===== src/rtl/assert_macros.svh =====
// Assertion helpers for the particle pool
`ifndef ASSERT_MACROS_SVH
`define ASSERT_MACROS_SVH
`ifndef SYNTH
`define PPE_ASSERT_IMP(label, clk, rst, pre, post) \
  label: assert property (@(posedge clk) disable iff (rst) (pre) |-> (post)) \
    else $error("assertion failed");
`define PPE_ASSERT_NEXT(label, clk, rst, pre, post) \
  label: assert property (@(posedge clk) disable iff (rst) (pre) |=> (post)) \
    else $error("assertion failed");
`else
`define PPE_ASSERT_IMP(label, clk, rst, pre, post)
`define PPE_ASSERT_NEXT(label, clk, rst, pre, post)
`endif
`endif


===== src/rtl/ppe_divider.sv =====
// Fade divider: q = floor(num*65536/den), num <= den, one quotient bit per cycle.
module ppe_divider (
  input  logic        clk,
  input  logic        rst,
  input  logic        start,
  input  logic [15:0] num,
  input  logic [15:0] den,
  output logic        done,
  output logic [16:0] quo
);
  logic [16:0] rem;
  logic [4:0]  cnt;
  logic        busy;
  logic [17:0] trial;

  assign trial = {rem, 1'b0} - {2'b0, den};

  always_ff @(posedge clk) begin
    if (rst) begin
      busy <= 1'b0;
      done <= 1'b0;
    end else begin
      done <= 1'b0;
      if (start) begin
        busy <= 1'b1;
        cnt  <= 5'd0;
      end else if (busy) begin
        if (cnt == 5'd16) begin
          busy <= 1'b0;
          done <= 1'b1;
        end
        cnt <= cnt + 5'd1;
      end
    end
  end

  always_ff @(posedge clk) begin
    if (start) begin
      // first bit: num >= den gives quotient bit 16
      if (num >= den) begin
        rem <= {1'b0, num - den};
        quo <= 17'd1;
      end else begin
        rem <= {1'b0, num};
        quo <= 17'd0;
      end
    end else if (busy && cnt != 5'd16) begin
      if (!trial[17]) begin
        rem <= trial[16:0];
        quo <= {quo[15:0], 1'b1};
      end else begin
        rem <= {rem[15:0], 1'b0};
        quo <= {quo[15:0], 1'b0};
      end
    end
  end
endmodule


===== config.mk =====
export PLATFORM = sky130hd
export DESIGN_NAME = ppe_divider
export DESIGN_NICKNAME = d
export VERILOG_FILES = /design/src/rtl/assert_macros.svh /design/src/rtl/ppe_divider.sv
export SDC_FILE = /design/constraint.sdc
export NUM_CORES = 1
export LEC_CHECK = 0
export ABC_AREA = 1
export BUFFER_PORTS_ARGS = -buffer_cell sky130_fd_sc_hd__buf_4
export CORE_ASPECT_RATIO = 1.5
export CORE_MARGIN = 2
export CORE_UTILIZATION = 45
export CTS_CLUSTER_DIAMETER = 120
export CTS_CLUSTER_SIZE = 10
export DETAILED_ROUTE_END_ITERATION = 16
export PLACE_DENSITY = 0.66
export SKIP_CTS_REPAIR_TIMING = 1
export SYNTH_ARGS = -nofsm -noshare
export SYNTH_HDL_FRONTEND = slang
export SYNTH_SLANG_ARGS = --single-unit

===== constraint.sdc =====
create_clock -name clk -period 8.45 [get_ports clk]
set_input_delay 0.845 -clock clk [delete_from_list [all_inputs] [get_ports clk]]
set_output_delay 0.845 -clock clk [all_outputs]
set_load 0.05 [all_outputs]

Word level (Yosys, flattened, before mapping)
Cells that the tools add are included.

$lt $le $gt $ge: 1. Reduce and logical (&&, ||, !) cells: 5. Equality and inequality tests: 2. Bitwise gates (word level): 2. $add $sub $neg: 3. Muxes and demuxes: 13.

Operators by type and width (number): 17-bit two-way mux (5); 18-bit by 16-bit subtractor with 18-bit output (1); 16-bit greater-or-equal comparator (1); 16-bit two-way mux (1); 16-bit subtractor (1); 1-bit two-way mux (6); 5-bit by 1-bit adder with 5-bit output, second input constant (1); 5-bit equality test, second input constant (1); 5-bit two-way mux (1); 5-bit inequality test, second input constant (1); 2-bit nonzero test (2); 3-bit OR reduction (1); 1-bit inverter (2); 2-bit AND reduction (1); 1-bit logical AND (1).

Output and inout port bits: 18. Register bits: 41. Bits of input ports: 35.

Depth between registers and ports, before layout
Word-level depth: 4. Mapped depth: 15. Mapped depth without buffers: 14.

Worst setup path before layout
OpenSTA, ideal clock, no wires.

Kind: reg-to-reg. Start: register cnt[0]. End: register quo[0] (enable). Stages on the path, launching flop included: 6. Data required time: 7.978 ns. Library setup time: 0.472 ns. Setup slack: 4.848 ns. Path buffers: 0. Arrival: 3.129 ns. Clock period less this slack: 3.602 ns. Cells stage by stage: edfxtp_1 -> inv_1 -> ha_1 -> nand2_1 -> nor3_1 -> o21ai_0.

Longest elaborated chain between the ends: 3.

RTL lines: from (decl) (RTL line ppe_divider.sv:12) `logic [4:0] cnt;`; from (signal assigned) (RTL line ppe_divider.sv:32) `cnt <= cnt + 5'd1;`; 5-bit inequality test (RTL line ppe_divider.sv:47) `end else if (busy && cnt != 5'd16) begin`; 1-bit logical AND (RTL line ppe_divider.sv:47); 2-bit nonzero test (no line); to (signal assigned) (RTL line ppe_divider.sv:50) `quo <= {quo[15:0], 1'b1};`; to (signal assigned) (RTL line ppe_divider.sv:53) `quo <= {quo[15:0], 1'b0};`; to (decl) (RTL line ppe_divider.sv:9) `output logic [16:0] quo`.

Every way passes these cells. A chain may end at the register's enable or synchronous reset.

Worst setup path in the final report
Start: input den[11]. End: register rem[14], data pin.

Longest elaborated chain between the ends: 4. Elaborated cells between the ends (all ways): 7. Those cells by class: add/sub: 2; order compare: 1; mux: 4.

RTL lines: from (decl) (RTL line ppe_divider.sv:7) `input logic [15:0] den,`; 18-bit by 16-bit subtractor with 18-bit output (RTL line ppe_divider.sv:16) `assign trial = {rem, 1'b0} - {2'b0, den};`; 17-bit two-way mux (RTL line ppe_divider.sv:48) `if (!trial[17]) begin`; 17-bit two-way mux (RTL line ppe_divider.sv:47); 17-bit two-way mux (*) (RTL line ppe_divider.sv:38) `if (start) begin`; to (signal assigned) (RTL line ppe_divider.sv:41) `rem <= {1'b0, num - den};`; to (signal assigned) (RTL line ppe_divider.sv:49) `rem <= trial[16:0];`; to (signal assigned) (RTL line ppe_divider.sv:52) `rem <= {rem[15:0], 1'b0};`; to (decl) (RTL line ppe_divider.sv:11) `logic [16:0] rem;`.

Mark *: on every way between the ends. The rest lies on a longest branch, timed or not. The select of a mux whose other input is x is not followed.

==> results.md <==
- Status: finished clean
- Syn_area_per_cell: 6.87 um^2
- Net Count, Synth: 701
- Routed len/inst: 14.1 um
- Post-synthesis async set-or-reset flop share: 0%
- Vias in the first global route: 4097
- CTS Buf Count: 5
- Synth Register Bits: 41
- Initial antenna violation count: 0
- Critical path startpoint category: input pin
- Mapped cell area: about 0.0043 mm^2
- CP Capture Type: flop
- Gr ovfl total: 0
- Commonest cells after routing, fill and taps aside: nand2_1, inv_1, nand3_1, buf_4, nor2_1
- Static Leak: ~2.6 nW
- Die height: 124 um
- Pin count of the biggest net entering global routing: 39
- Layout area overhead: 14.3%
- Slowest-stage cell, CP: nor2_1
- Power Total: 0.00107 W
- Dominant cell type by area after synthesis: edfxtp_1
- Finished Core Util: 53.2%
- Clock sink count: 41
- Count of flip-flops with a built-in enable after synthesis: 39
- GP Congestion: between 0.9 and 1
- Max layer used: met4
- RSZ-0062 raised after global routing: no
- Seq/Total Area, Yosys: 27.9%
- Register-to-register setup slack: ~5.9 ns
- Initial detailed-routing violation count: 229
- Final hold violations: 0
- Data required time of the worst path: 8.50 ns
- Crit path launch: den[11]
- Layout cell share with drive strength beyond 1: 15.0%
- Worst r2r dst: rem[4]
- CP cell instances: buf_4, inv_1, ha_1, a21oi_1, a21oi_1, nor2_1, nand2_2, nand2_2, nand2_1, nand2_1, nand2_1
- Placed Area: 0.00478 mm^2
- Ant diodes: 0
- Most common cell after layout, fill and taps aside: nand2_1
- Hold Crit Class: flop to flop
- Port Buffers: 52
- Num rows: 43
- Max Clk Rate: ~330 MHz
- Clock Pin Slew Worst Setup and Hold Paths: approximately 0.060 ns
- CORE AREA: 0.00931 mm^2
- Synth top area share: 27.0%
- Cell mode on critical path: nand2_1
- Total Wirelength: 11.2 mm
- H-Tree Level Count: 2
- Synth unique cells: 32
- DIE WIDTH: approximately 84 um
- Syn Inst Count: 631
- Setup Crit Path Kind: input pin to flop
- PwrDens: 216 mW/mm^2
- GRT Util Overall: roughly 22%
- Final setup vio count: 0
- R2R Path Start: rem[10]
- Initial Utilization: ~47%
- Synth Flop Type: edfxtp_1
- Minimum clock period after layout: ~3.0 ns
- First-pass GRT wire length: 18.6 mm
- Routed vias: 4163
- Nets: between 700 and 800
- Met3 WL: 319 um
- R2R cell count: 10
- Crit path DAT: 3.10 ns
- Part of the cycle the worst path needs: 36.1%
- Slew HR: 29.6%
- Routed wl met2: 6.08 mm
- Avg Vias per Cell: between 5 and 6
- Top post-synthesis cells by area: edfxtp_1, nand2_1, inv_1
- Max Slew Vio Count: 0
- DRT met1 WL: 4.44 mm
- Hold Crit Depth: 2
- Maximum buffer depth of the clock tree: 2
- VDD IR max: about 120 uV
- Pre-antenna DRT Iters: 5
- Clock skew: 0.00596 ns
- DRC viols: 0
- Final TNS setup: 0 ns
- Post-route cell area: between 0.004 and 0.005 mm^2
- Slew of the pin with the lowest slew margin: 1.05 ns
- Synth warnings: 0
- Worst skew pair latency: 0.29 ns
- Max Cap Viol: 0
- Worst path max stage delay: ~0.58 ns
- Critical-path maximum fanout: 17
- Die ar.: 0.0105 mm^2
- Min-Delay Startpoint: busy
- Routed Antenna Nets: 0
- Root Buffer: clkbuf_16
- I/O Pins: 53
- CTS tree: yes
- Min-Delay Endpoint: done
- HPWL Detailed: 9.03 mm
## cells by family (layout without fill, tap and decap cells)
kind of cell / Yosys count / in the layout / synth area share (%)
AND/OR/NAND/NOR: 365 / 365 / 40.5
flip-flops: 41 / 41 / 27.9
buffers and inverters: 127 / 174 / 12.0
AO/OA/AOI/OAI: 48 / 48 / 6.09
XOR/XNOR: 15 / 15 / 3.03
adder cells (fa/ha/maj): 35 / 35 / 10.4
## state kept, by name (all words and copies together), names as in the netlist
signal / cells
done: 1
cnt: 5
quo: 17
rem: 17
busy: 1
## routing by layer
| metal | vias to the layer above | track usage [%] |
|---|---|---|
| li1 | 2122 | - |
| met1 | 1928 | 24.2 |
| met2 | 91 | 41.2 |
| met3 | 22 | 1.99 |
| met4 | 0 | 9.39 |
| met5 | - | 0 |
## where the power goes
| group | internal (W) | total (W) | switching, W | leakage, nW |
|---|---|---|---|---|
| sequential | 0.000269 | 0.000290 | 0.0000201 | 0.419 |
| combinational | 0.000197 | 0.000560 | 0.000364 | 2.12 |
| clock | 0.000140 | 0.000221 | 0.0000815 | 0.0800 |
## area by class of cell
cell class | count | area [um^2]
fill | 952 | 4350
multi-input combinational | 463 | 2620
sequential | 41 | 1210
inverter | 114 | 428
timing repair buffer | 52 | 390
tap | 112 | 140
clock buffer | 5 | 125
clock inverter | 3 | 46.3
## stage by stage
step | hold slack (ns) | std cells | setup WS (ns)
5_1_grt | 0.541 | 790 | 5.16
4_1_cts | 0.529 | 790 | 5.41
3_5_place_dp | 0.520 | 782 | 5.10
3_3_place_gp | 0.504 | 782 | 5.19
2_1_floorplan | 0.437 | 631 | 4.85
6_report | 0.534 | 790 | 5.40
## Yosys cell counts, types with 2 or more instances
library cell / instances
nand4_1: 6
xor2_1: 7
nand3_2: 21
o21ai_0: 12
a21oi_2: 2
edfxtp_1: 39
ha_1: 33
xnor2_1: 8
nand3_1: 74
dfxtp_1: 2
nor2_1: 49
buf_2: 3
clkbuf_1: 4
inv_1: 112
nor3_1: 10
inv_2: 2
nor2_4: 2
nand2_1: 175
a21oi_1: 27
nand2_2: 6
nand2_4: 4
buf_6: 5
nand3b_1: 14
o21bai_1: 5
fa_1: 2
## worst max-delay path, delay by kind of cell
family          cells  cell delay [ns]
simple gates        6             1.35
compound gates      2             0.42
fa+ha+maj           1             0.29
buf+inv             2             0.18
## worst max-delay path by stage
stage	endpoint	slack, ns	cells after the start
after global placement	rem[14]	5.19	10
after global routing	rem[12]	5.16	15
final	rem[14]	5.40	11
after floorplan	quo[0]	4.85	5
after detailed placement	rem[13]	5.10	10
after CTS	rem[13]	5.41	10
Power figures use the tool's default switching activity.
